==> config.mk <==
export PLATFORM = sky130hd
export DESIGN_NAME = seven_segment_two_wire_serializer_core
export DESIGN_NICKNAME = d
export VERILOG_FILES = /design/src/rtl/sevseg_pkg.sv /design/src/rtl/sevseg_seq.sv /design/src/rtl/sevseg_skid.sv /design/src/rtl/seven_segment_two_wire_serializer_core.sv
export SDC_FILE = /design/constraint.sdc
export NUM_CORES = 1
export LEC_CHECK = 0
export BUFFER_PORTS_ARGS = -buffer_cell sky130_fd_sc_hd__buf_2
export CAP_MARGIN = 25
export CELL_PAD_IN_SITES_DETAIL_PLACEMENT = 0
export CELL_PAD_IN_SITES_GLOBAL_PLACEMENT = 1
export CORE_AREA = 8 8 126 99
export CTS_BUF_LIST = sky130_fd_sc_hd__clkbuf_16
export CTS_CLUSTER_DIAMETER = 40
export DETAILED_ROUTE_END_ITERATION = 16
export DIE_AREA = 0 0 134 107
export HOLD_SLACK_MARGIN = 0.06
export PLACE_DENSITY = 0.8
export SLEW_MARGIN = 20
export SYNTH_ARGS = -nofsm -noshare
export SYNTH_HDL_FRONTEND = slang
export SYNTH_SLANG_ARGS = --single-unit
==> constraint.sdc <==
create_clock -name i_clk -period 4.6 [get_ports i_clk]
set_input_delay 1.15 -clock i_clk [delete_from_list [all_inputs] [get_ports i_clk]]
set_output_delay 1.15 -clock i_clk [all_outputs]
set_load 0.02 [all_outputs]
==> src/rtl/sevseg_pkg.sv <==
// Package for the two-wire seven-segment serializer.
// Holds the command, phase and register codes, the shared structs and the segment table.
// No dependencies.
package sevseg_pkg;

    typedef enum logic [1:0] {
        CMD_TICK       = 2'd0,
        CMD_SHOW_DIGIT = 2'd1,
        CMD_SETTINGS   = 2'd2
    } t_cmd;

    typedef enum logic [3:0] {
        PH_IDLE     = 4'd0,
        PH_START_A  = 4'd1,
        PH_START_B  = 4'd2,
        PH_BIT_LOW  = 4'd3,
        PH_BIT_HIGH = 4'd4,
        PH_ACK_LOW  = 4'd5,
        PH_ACK_HIGH = 4'd6,
        PH_STOP_A   = 4'd7,
        PH_STOP_B   = 4'd8,
        PH_STOP_C   = 4'd9
    } t_phase;

    localparam int CFG_INDEX_W = 3;
    localparam int CFG_DATA_W  = 8;

    localparam logic [CFG_INDEX_W-1:0] REG_BRIGHTNESS   = 3'd0;
    localparam logic [CFG_INDEX_W-1:0] REG_DATA_CMD     = 3'd1;
    localparam logic [CFG_INDEX_W-1:0] REG_ADDR_CMD     = 3'd2;
    localparam logic [CFG_INDEX_W-1:0] REG_BIT_HOLD     = 3'd3;
    localparam logic [CFG_INDEX_W-1:0] REG_FRAME_HOLD   = 3'd4;

    localparam logic [7:0] DATA_CMD_FIXED = 8'h44;
    localparam logic [7:0] ADDR_CMD_BASE  = 8'hC0;
    localparam logic [7:0] DISPLAY_ON     = 8'h88;
    localparam logic [2:0] FULL_BRIGHT    = 3'd7;
    localparam logic [3:0] BITS_PER_BYTE  = 4'd8;

    typedef struct packed {
        logic [2:0] brightness;
        logic [7:0] data_cmd;
        logic [7:0] addr_cmd;
        logic [7:0] bit_hold;
        logic [7:0] frame_hold;
    } t_cfg;

    typedef struct packed {
        logic clk_level;
        logic dio_level;
        logic dio_drive;
        logic busy_res;
        logic rejected;
    } t_result;

    function automatic logic [7:0] seg_pattern(input logic [3:0] digit);
        logic [7:0] pat;
        case (digit)
            4'h0: pat = 8'h3F;
            4'h1: pat = 8'h06;
            4'h2: pat = 8'h5B;
            4'h3: pat = 8'h4F;
            4'h4: pat = 8'h66;
            4'h5: pat = 8'h6D;
            4'h6: pat = 8'h7D;
            4'h7: pat = 8'h07;
            4'h8: pat = 8'h7F;
            4'h9: pat = 8'h6F;
            4'hA: pat = 8'h77;
            4'hB: pat = 8'h7C;
            4'hC: pat = 8'h39;
            4'hD: pat = 8'h5E;
            4'hE: pat = 8'h79;
            default: pat = 8'h71;
        endcase
        return pat;
    endfunction

endpackage

==> src/rtl/sevseg_seq.sv <==
// Pin sequencer: start, byte, acknowledge and stop steps paced by tick transactions.
// Updates on each accepted transaction and presents the pin result for it.
// Depends on sevseg_pkg.
module sevseg_seq
    import sevseg_pkg::*;
#(
    parameter int DIGIT_COUNT = 4
) (
    input  logic       i_clk,
    input  logic       i_rst_n,
    input  logic       i_accept,
    input  logic [1:0] i_command,
    input  logic [1:0] i_position,
    input  logic [3:0] i_digit,
    input  t_cfg       i_cfg,
    output t_result    o_result
);

    t_phase     r_phase, n_phase;
    logic [3:0] r_bit_count, n_bit_count;
    logic [7:0] r_shift, n_shift;
    logic       r_byte_index, n_byte_index;
    logic [1:0] r_xfer_index, n_xfer_index;
    logic [7:0] r_hold, n_hold;
    logic [7:0] r_seg_latch, n_seg_latch;
    logic [7:0] r_addr_latch, n_addr_latch;
    logic       r_kind, n_kind;

    function automatic logic [7:0] pick_byte(
        input logic       kind,
        input logic [1:0] xfer,
        input logic       bidx,
        input t_cfg       cfg,
        input logic [7:0] addr_latch,
        input logic [7:0] seg_latch
    );
        logic [7:0] b;
        if (!kind) begin
            if (xfer == 2'd0) b = DATA_CMD_FIXED;
            else if (xfer == 2'd1) b = bidx ? seg_latch : addr_latch;
            else b = DISPLAY_ON | {5'd0, FULL_BRIGHT};
        end else begin
            if (xfer == 2'd0) b = cfg.data_cmd;
            else if (xfer == 2'd1) b = cfg.addr_cmd;
            else b = DISPLAY_ON | {5'd0, cfg.brightness};
        end
        return b;
    endfunction

    always_ff @(posedge i_clk) begin
        if (!i_rst_n) begin
            r_phase      <= PH_IDLE;
            r_bit_count  <= '0;
            r_shift      <= '0;
            r_byte_index <= 1'b0;
            r_xfer_index <= '0;
            r_hold       <= '0;
            r_seg_latch  <= '0;
            r_addr_latch <= '0;
            r_kind       <= 1'b0;
        end else begin
            r_phase      <= n_phase;
            r_bit_count  <= n_bit_count;
            r_shift      <= n_shift;
            r_byte_index <= n_byte_index;
            r_xfer_index <= n_xfer_index;
            r_hold       <= n_hold;
            r_seg_latch  <= n_seg_latch;
            r_addr_latch <= n_addr_latch;
            r_kind       <= n_kind;
        end
    end

    logic [7:0] dur;
    logic [7:0] hold_inc;
    logic [3:0] bit_inc;
    logic       busy;

    always_comb begin
        n_phase      = r_phase;
        n_bit_count  = r_bit_count;
        n_shift      = r_shift;
        n_byte_index = r_byte_index;
        n_xfer_index = r_xfer_index;
        n_hold       = r_hold;
        n_seg_latch  = r_seg_latch;
        n_addr_latch = r_addr_latch;
        n_kind       = r_kind;
        busy         = (r_phase != PH_IDLE);
        o_result     = '0;
        hold_inc     = r_hold + 8'd1;
        bit_inc      = r_bit_count + 4'd1;

        if (r_phase == PH_START_A || r_phase == PH_START_B || r_phase == PH_STOP_A ||
            r_phase == PH_STOP_B || r_phase == PH_STOP_C) begin
            dur = i_cfg.frame_hold;
        end else begin
            dur = i_cfg.bit_hold;
        end
        if (dur == 8'd0) begin
            dur = 8'd1;
        end

        if (i_accept) begin
            unique case (t_cmd'(i_command))
                CMD_TICK: begin
                    if (busy) begin
                        if (hold_inc < dur) begin
                            n_hold = hold_inc;
                        end else begin
                            n_hold = '0;
                            unique case (r_phase)
                                PH_START_A: n_phase = PH_START_B;
                                PH_START_B: begin
                                    n_byte_index = 1'b0;
                                    n_shift      = pick_byte(r_kind, r_xfer_index, 1'b0, i_cfg,
                                                             r_addr_latch, r_seg_latch);
                                    n_bit_count  = '0;
                                    n_phase      = PH_BIT_LOW;
                                end
                                PH_BIT_LOW: n_phase = PH_BIT_HIGH;
                                PH_BIT_HIGH: begin
                                    n_shift     = {1'b0, r_shift[7:1]};
                                    n_bit_count = bit_inc;
                                    n_phase     = (bit_inc >= BITS_PER_BYTE) ? PH_ACK_LOW
                                                                             : PH_BIT_LOW;
                                end
                                PH_ACK_LOW: n_phase = PH_ACK_HIGH;
                                PH_ACK_HIGH: begin
                                    if (!r_kind && r_xfer_index == 2'd1 && !r_byte_index) begin
                                        n_byte_index = 1'b1;
                                        n_shift      = pick_byte(r_kind, r_xfer_index, 1'b1,
                                                                 i_cfg, r_addr_latch,
                                                                 r_seg_latch);
                                        n_bit_count  = '0;
                                        n_phase      = PH_BIT_LOW;
                                    end else begin
                                        n_phase = PH_STOP_A;
                                    end
                                end
                                PH_STOP_A: n_phase = PH_STOP_B;
                                PH_STOP_B: n_phase = PH_STOP_C;
                                PH_STOP_C: begin
                                    if (r_xfer_index < 2'd2) begin
                                        n_xfer_index = r_xfer_index + 2'd1;
                                        n_phase      = PH_START_A;
                                    end else begin
                                        n_xfer_index = '0;
                                        n_phase      = PH_IDLE;
                                    end
                                end
                                default: n_phase = PH_IDLE;
                            endcase
                        end
                    end
                end
                CMD_SHOW_DIGIT: begin
                    if (busy) begin
                        o_result.rejected = 1'b1;
                    end else if ({1'b0, i_position} < 3'(DIGIT_COUNT)) begin
                        n_addr_latch = ADDR_CMD_BASE + {6'd0, i_position};
                        n_seg_latch  = seg_pattern(i_digit);
                        n_kind       = 1'b0;
                        n_xfer_index = '0;
                        n_byte_index = 1'b0;
                        n_bit_count  = '0;
                        n_hold       = '0;
                        n_phase      = PH_START_A;
                    end
                end
                CMD_SETTINGS: begin
                    if (busy) begin
                        o_result.rejected = 1'b1;
                    end else begin
                        n_kind       = 1'b1;
                        n_xfer_index = '0;
                        n_byte_index = 1'b0;
                        n_bit_count  = '0;
                        n_hold       = '0;
                        n_phase      = PH_START_A;
                    end
                end
                default: ;
            endcase
        end

        o_result.dio_drive = 1'b1;
        o_result.busy_res  = (n_phase != PH_IDLE);
        unique case (n_phase)
            PH_START_B: begin
                o_result.clk_level = 1'b1;
                o_result.dio_level = 1'b0;
            end
            PH_BIT_LOW: begin
                o_result.clk_level = 1'b0;
                o_result.dio_level = n_shift[0];
            end
            PH_BIT_HIGH: begin
                o_result.clk_level = 1'b1;
                o_result.dio_level = n_shift[0];
            end
            PH_ACK_LOW: begin
                o_result.clk_level = 1'b0;
                o_result.dio_level = 1'b0;
                o_result.dio_drive = 1'b0;
            end
            PH_ACK_HIGH: begin
                o_result.clk_level = 1'b1;
                o_result.dio_level = 1'b0;
                o_result.dio_drive = 1'b0;
            end
            PH_STOP_A: begin
                o_result.clk_level = 1'b0;
                o_result.dio_level = 1'b0;
            end
            PH_STOP_B: begin
                o_result.clk_level = 1'b1;
                o_result.dio_level = 1'b0;
            end
            default: begin
                o_result.clk_level = 1'b1;
                o_result.dio_level = 1'b1;
            end
        endcase
    end

    a_bit_count_range: assert property (@(posedge i_clk) disable iff (!i_rst_n)
        r_bit_count <= BITS_PER_BYTE)
        else $error("bit count beyond one byte");

    a_idle_xfer_zero: assert property (@(posedge i_clk) disable iff (!i_rst_n)
        r_phase == PH_IDLE |-> r_xfer_index == 2'd0)
        else $error("transfer index not cleared at idle");

    a_busy_request_dropped: assert property (@(posedge i_clk) disable iff (!i_rst_n)
        i_accept && r_phase != PH_IDLE &&
        (i_command == CMD_SHOW_DIGIT || i_command == CMD_SETTINGS)
        |=> $stable(r_phase) && $stable(r_hold))
        else $error("request while busy disturbed the sequence");

endmodule

==> src/rtl/sevseg_skid.sv <==
// Output register with a skid entry for the result channel.
// Upstream stall comes straight from the skid flag.
// Depends on sevseg_pkg.
module sevseg_skid
    import sevseg_pkg::*;
(
    input  logic    i_clk,
    input  logic    i_rst_n,
    input  logic    i_accept,
    input  t_result i_result,
    input  logic    i_out_stall,
    output logic    o_in_stall,
    output logic    o_out_valid,
    output t_result o_result
);

    logic    r_out_valid, n_out_valid;
    logic    r_skid_valid, n_skid_valid;
    t_result r_out, n_out;
    t_result r_skid, n_skid;
    logic    out_fire;

    always_comb begin
        out_fire     = r_out_valid && !i_out_stall;
        n_out_valid  = r_out_valid;
        n_skid_valid = r_skid_valid;
        n_out        = r_out;
        n_skid       = r_skid;
        if (i_accept) begin
            if (!r_out_valid || out_fire) begin
                n_out       = i_result;
                n_out_valid = 1'b1;
            end else begin
                n_skid       = i_result;
                n_skid_valid = 1'b1;
            end
        end else if (out_fire) begin
            if (r_skid_valid) begin
                n_out        = r_skid;
                n_skid_valid = 1'b0;
            end else begin
                n_out_valid = 1'b0;
            end
        end
    end

    always_ff @(posedge i_clk) begin
        if (!i_rst_n) begin
            r_out_valid  <= 1'b0;
            r_skid_valid <= 1'b0;
        end else begin
            r_out_valid  <= n_out_valid;
            r_skid_valid <= n_skid_valid;
        end
    end

    always_ff @(posedge i_clk) begin
        r_out  <= n_out;
        r_skid <= n_skid;
    end

    assign o_in_stall  = r_skid_valid;
    assign o_out_valid = r_out_valid;
    assign o_result    = r_out;

    a_skid_behind_out: assert property (@(posedge i_clk) disable iff (!i_rst_n)
        r_skid_valid |-> r_out_valid)
        else $error("skid entry held without an output entry");

    a_skid_fills_on_stall: assert property (@(posedge i_clk) disable iff (!i_rst_n)
        i_accept && r_out_valid && i_out_stall |=> r_skid_valid)
        else $error("transaction lost behind a stalled output");

    a_skid_drains: assert property (@(posedge i_clk) disable iff (!i_rst_n)
        r_skid_valid && !i_out_stall |=> r_out_valid && r_out == $past(r_skid))
        else $error("skid entry not moved to output");

endmodule

==> src/rtl/seven_segment_two_wire_serializer_core.sv <==
// A result is registered in the output register, or in the skid entry if the output stalls.
// One unstalled transaction per cycle; a two-entry output stage absorbs one stalled result.
// Pin timing is paced by tick transactions counted against the hold registers.
// Reset (synchronous, active low) returns the sequencer to idle, empties the output stage
// and loads the register defaults. Depends on sevseg_pkg, sevseg_seq and sevseg_skid.
module seven_segment_two_wire_serializer_core
    import sevseg_pkg::*;
#(
    parameter int DIGIT_COUNT = 4
) (
    input  logic                   i_clk,
    input  logic                   i_rst_n,
    input  logic                   i_in_valid,
    output logic                   o_in_stall,
    input  logic [1:0]             i_command,
    input  logic [1:0]             i_position,
    input  logic [3:0]             i_digit,
    output logic                   o_out_valid,
    input  logic                   i_out_stall,
    output logic                   o_clk_level,
    output logic                   o_dio_level,
    output logic                   o_dio_drive,
    output logic                   o_busy_res,
    output logic                   o_rejected,
    input  logic                   i_cfg_we,
    input  logic [CFG_INDEX_W-1:0] i_cfg_index,
    input  logic [CFG_DATA_W-1:0]  i_cfg_data
);

    t_cfg    r_cfg;
    t_result seq_result;
    t_result out_result;
    logic    accept;

    always_ff @(posedge i_clk) begin
        if (!i_rst_n) begin
            r_cfg.brightness <= 3'd7;
            r_cfg.data_cmd   <= 8'h40;
            r_cfg.addr_cmd   <= 8'hC0;
            r_cfg.bit_hold   <= 8'd3;
            r_cfg.frame_hold <= 8'd2;
        end else if (i_cfg_we) begin
            unique case (i_cfg_index)
                REG_BRIGHTNESS: r_cfg.brightness <= i_cfg_data[2:0];
                REG_DATA_CMD:   r_cfg.data_cmd   <= i_cfg_data;
                REG_ADDR_CMD:   r_cfg.addr_cmd   <= i_cfg_data;
                REG_BIT_HOLD:   r_cfg.bit_hold   <= i_cfg_data;
                REG_FRAME_HOLD: r_cfg.frame_hold <= i_cfg_data;
                default: ;
            endcase
        end
    end

    assign accept = i_in_valid && !o_in_stall;

    sevseg_seq #(
        .DIGIT_COUNT(DIGIT_COUNT)
    ) u_seq (
        .i_clk      (i_clk),
        .i_rst_n    (i_rst_n),
        .i_accept   (accept),
        .i_command  (i_command),
        .i_position (i_position),
        .i_digit    (i_digit),
        .i_cfg      (r_cfg),
        .o_result   (seq_result)
    );

    sevseg_skid u_skid (
        .i_clk       (i_clk),
        .i_rst_n     (i_rst_n),
        .i_accept    (accept),
        .i_result    (seq_result),
        .i_out_stall (i_out_stall),
        .o_in_stall  (o_in_stall),
        .o_out_valid (o_out_valid),
        .o_result    (out_result)
    );

    assign o_clk_level = out_result.clk_level;
    assign o_dio_level = out_result.dio_level;
    assign o_dio_drive = out_result.dio_drive;
    assign o_busy_res  = out_result.busy_res;
    assign o_rejected  = out_result.rejected;

endmodule
==> impl_metrics.env <==
export IMPL_status="complete, no violations"
export IMPL_leakage_uw=0.00204
export IMPL_cap_violations=0
export IMPL_crit_chain="and4b_1 > a211o_2 > mux2i_1 > ha_1 > a21o_1 > a21o_1 > a211oi_1 > o2111ai_1 > o211a_1 > o21bai_2 > a22oi_1 > or2_2 > a21boi_1 > o31ai_2"
export IMPL_syn_inst=562
export IMPL_synth_top_area_cell="dfxtp_1"
export IMPL_clk_path_buf_depth=2
export IMPL_h_tree_depth=3
export IMPL_core_area_um2=10500
export IMPL_postRouteAntennaNets=0
export IMPL_cp_start_kind="flop"
export IMPL_cp_required_ns=4.67
export IMPL_rows=33
export IMPL_dieWidth_um=134
export IMPL_yosysSeqAreaShare=0.373
export IMPL_end_kind="flop"
export IMPL_synth_area_um2=4820
export IMPL_via_per_inst=5.53
export IMPL_io_buffers=30
export IMPL_drtPass1Iterations=6
export IMPL_wl_um=11300
export IMPL_max_stage_delay_ns=0.64
export IMPL_synth_top_family_by_area="simple AND/OR/NAND/NOR gates"
export IMPL_synth_ff_type="dfxtp_1"
export IMPL_root_buffer="clkbuf_16"
export IMPL_p_switching_uw=414
export IMPL_gr_usage_all_layers=0.159
export IMPL_crit_buf_inv=0
export IMPL_post_cts_resized=0
export IMPL_dieArea_um2=14300
export IMPL_cts_clk_slew_worst_paths_ns=0.06
export IMPL_drive_gt1_frac=0.127
export IMPL_cts_made_buffers=9
export IMPL_path_delay_family="compound AO/OA/AOI/OAI gates"
export IMPL_fin_crit_sh=0.926
export IMPL_place_inst=702
export IMPL_pin_count=31
export IMPL_dieHeight_um=107
export IMPL_num_nets_final=617
export IMPL_irDropWorstVdd_v=0.000216
export IMPL_final_cells=716
export IMPL_finalHoldViolations=0
export IMPL_comb_power_share=0.113
export IMPL_yosysUniqueCellTypes=69
export IMPL_first_global_vias=3857
export IMPL_clock_power_share=0.414
export IMPL_syn_nets=606
export IMPL_synth_compound_area_frac=0.210
export IMPL_crit_fanout=15
export IMPL_cp_slowest_cell="dfxtp_1"
export IMPL_cts_tree="done"
export IMPL_synthArstFlopShare=0
export IMPL_antennaDiodeCount=0
export IMPL_vias=3960
export IMPL_drc=0
export IMPL_antenna_found_initial=0
export IMPL_slew_headroom=0.429
export IMPL_min_path_type="flop to flop"
export IMPL_p_sw_frac=0.247
export IMPL_synth_top_area_frac=0.311
export IMPL_grt_remaining_overflow=0
export IMPL_synthXorXnorAreaFrac=0.0182
export IMPL_synth_area_leaders="dfxtp_1, nand2_1, edfxtp_1"
export IMPL_slew_viol_final=0
export IMPL_fmax_mhz=235
export IMPL_worst_slew_pin_slew_ns=0.850
export IMPL_syn_area_per_cell_um2=8.58
export IMPL_cts_sinks=85
export IMPL_gp_congestion=0.833
export IMPL_finalClockSkew_ns=0.00601
export IMPL_hpwl_um=8210
export IMPL_grt_pass1_wl_um=18600
export IMPL_synth_seq_cells=85
export IMPL_finalCriticalPeriod_ns=4.26
export IMPL_initial_utilization=0.458
export IMPL_rsz0062_at_grt="false"
export IMPL_synthAdderAreaFrac=0.0519
export IMPL_path_common_cell="a21o_1"
export IMPL_wire_per_inst_um=15.7
export IMPL_synth_mux_area_frac=0.0498
export IMPL_synth_warnings=0
export IMPL_crit_arrival_ns=4.33
export IMPL_setup_viol=0
export IMPL_post_cts_buffers=0
export IMPL_clk_latency_ns=0.34
export IMPL_drt_initial_drc_count=257
export IMPL_worstSetupPathType="flop to flop"
export IMPL_syn2layout_area_growth_pct=10.1
export IMPL_synth_edf_count=10
export IMPL_setup_ws_ns=0.339
export IMPL_p_per_area_nw_per_um2=315
export IMPL_grt_max_degree=75
export IMPL_seqPwrFrac=0.472
export IMPL_pre_cts_ws_ns=0.265
export IMPL_synth_simple_area_share=0.255
export IMPL_intPower_uw=1260
export IMPL_setup_tns_ns=0
export IMPL_hold_buffers=0
[power groups by stage]
stage / clock network, uW / logic [uW] / registers (uW)
floorplan: 0 / 135 / 805
global placement: 0 / 185 / 805
global route: 740 / 213 / 792
finish: 693 / 190 / 790
CTS: 713 / 191 / 790
detailed placement: 0 / 189 / 806
[layer usage]
layer | up-vias | routed length, um | track usage
li1 | 2022 | - | -
met5 | - | 0 | 0
met2 | 61 | 5130 | 0.251
met4 | 0 | 104 | 0.0448
met3 | 10 | 451 | 0.0364
met1 | 1867 | 5570 | 0.214
[registers in the layout, summed over array words and instances (netlist names)]
register            cells
r_cfg                  35
u_seq.r_addr_latch      3
u_seq.r_bit_count       4
u_seq.r_byte_index      1
u_seq.r_hold            8
u_seq.r_kind            1
u_seq.r_phase           4
u_seq.r_seg_latch       7
u_seq.r_shift           8
u_seq.r_xfer_index      2
u_skid.o_in_stall       1
u_skid.o_out_valid      1
u_skid.o_result         5
u_skid.r_skid           5
[cell type report]
| type | instances | area (um2) |
|---|---|---|
| clock buffer | 9 | 225 |
| clock inverter | 5 | 53.8 |
| fill | 1016 | 5220 |
| inverter | 11 | 41.3 |
| multi-input combinational | 431 | 2820 |
| sequential | 85 | 1800 |
| tap | 140 | 175 |
| timing repair buffer | 35 | 190 |
[final timing paths]
path	endpoint	depth (start not counted)	slack, ns	from
hold reg to reg	r_cfg[27]	2	0.46	r_cfg[27]
hold / removal	r_cfg[27]	2	0.46	r_cfg[27]
setup reg to reg	u_skid.o_result[3]	14	0.34	u_seq.r_phase[0]
setup / recovery	u_skid.o_result[3]	14	0.34	u_seq.r_phase[0]
[synth_stat cells (4+ instances only)]
cell	n
nand3_1	19
and3_1	7
dfxtp_1	75
o211a_1	8
a21o_1	6
nor2_1	28
o21ai_0	13
mux2_2	6
and2_1	5
xor2_1	5
nor3_1	13
o211ai_1	7
edfxtp_1	10
a22oi_1	15
a21oi_1	15
a221oi_1	7
a21boi_0	36
nand3b_1	4
xnor2_1	5
nand4_1	4
nand2b_1	5
ha_1	20
clkbuf_1	27
mux2i_1	15
inv_1	11
nor2b_1	28
nand2_1	106
nor3b_1	4
[cell families after synthesis]
| logic type | Yosys count |
|---|---|
| fa+ha+maj | 20 |
| buf+inv | 46 |
| simple gates | 244 |
| compound gates | 135 |
| xor+xnor | 10 |
| flops | 85 |
| mux | 22 |
[stage by stage]
step | power (uW) | hold WS (ns) | cell area [um2] | utilization
finish | 1670 | 0.462 | 5310 | 0.504
global route | 1750 | 0.489 | 5310 | 0.504
CTS | 1690 | 0.469 | 5310 | 0.504
detailed placement | 995 | 0.455 | 5030 | 0.477
global placement | 990 | 0.453 | 5030 | 0.477
floorplan | 940 | 0.440 | 4820 | -
[worst register-to-register path: stages (launching register included)]
cell and delay (ns):
dfxtp_1 0.64, and4b_1 0.38, a211o_2 0.21, mux2i_1 0.22, ha_1 0.27, a21o_1 0.16
a21o_1 0.19, a211oi_1 0.32, o2111ai_1 0.17, o211a_1 0.40, o21bai_2 0.24, a22oi_1 0.15
or2_2 0.32, a21boi_1 0.25, o31ai_2 0.08
[placed cells by master, fill, tap and decap left out, types with 3 or more instances in the layout]
| cell type | netlist | final |
|---|---|---|
| a221oi_1 | 7 | 7 |
| buf_4 | 1 | 6 |
| buf_2 | 3 | 29 |
| nand2b_1 | 5 | 5 |
| xnor2_1 | 5 | 5 |
| ha_1 | 20 | 20 |
| o211a_1 | 8 | 8 |
| nand3_1 | 19 | 19 |
| o21ai_0 | 13 | 13 |
| a21oi_1 | 15 | 15 |
| a21boi_0 | 36 | 36 |
| and3_1 | 7 | 7 |
| a21o_1 | 6 | 6 |
| dfxtp_1 | 75 | 73 |
| nand3b_1 | 4 | 4 |
| mux2i_1 | 15 | 15 |
| mux2_2 | 6 | 6 |
| a22oi_1 | 15 | 15 |
| nor2b_1 | 28 | 28 |
| inv_1 | 11 | 11 |
| nand4_1 | 4 | 4 |
| o221ai_1 | 3 | 3 |
| edfxtp_1 | 10 | 10 |
| nor3_1 | 13 | 13 |
| and2_1 | 5 | 5 |
| or2_2 | 3 | 3 |
| nor2_1 | 28 | 28 |
| clkbuf_16 | 0 | 9 |
| o211ai_1 | 7 | 7 |
| a31oi_1 | 3 | 3 |
| xor2_1 | 5 | 5 |
| nand2_1 | 106 | 106 |
| nor3b_1 | 4 | 4 |
(Power assumes the default switching activity.)
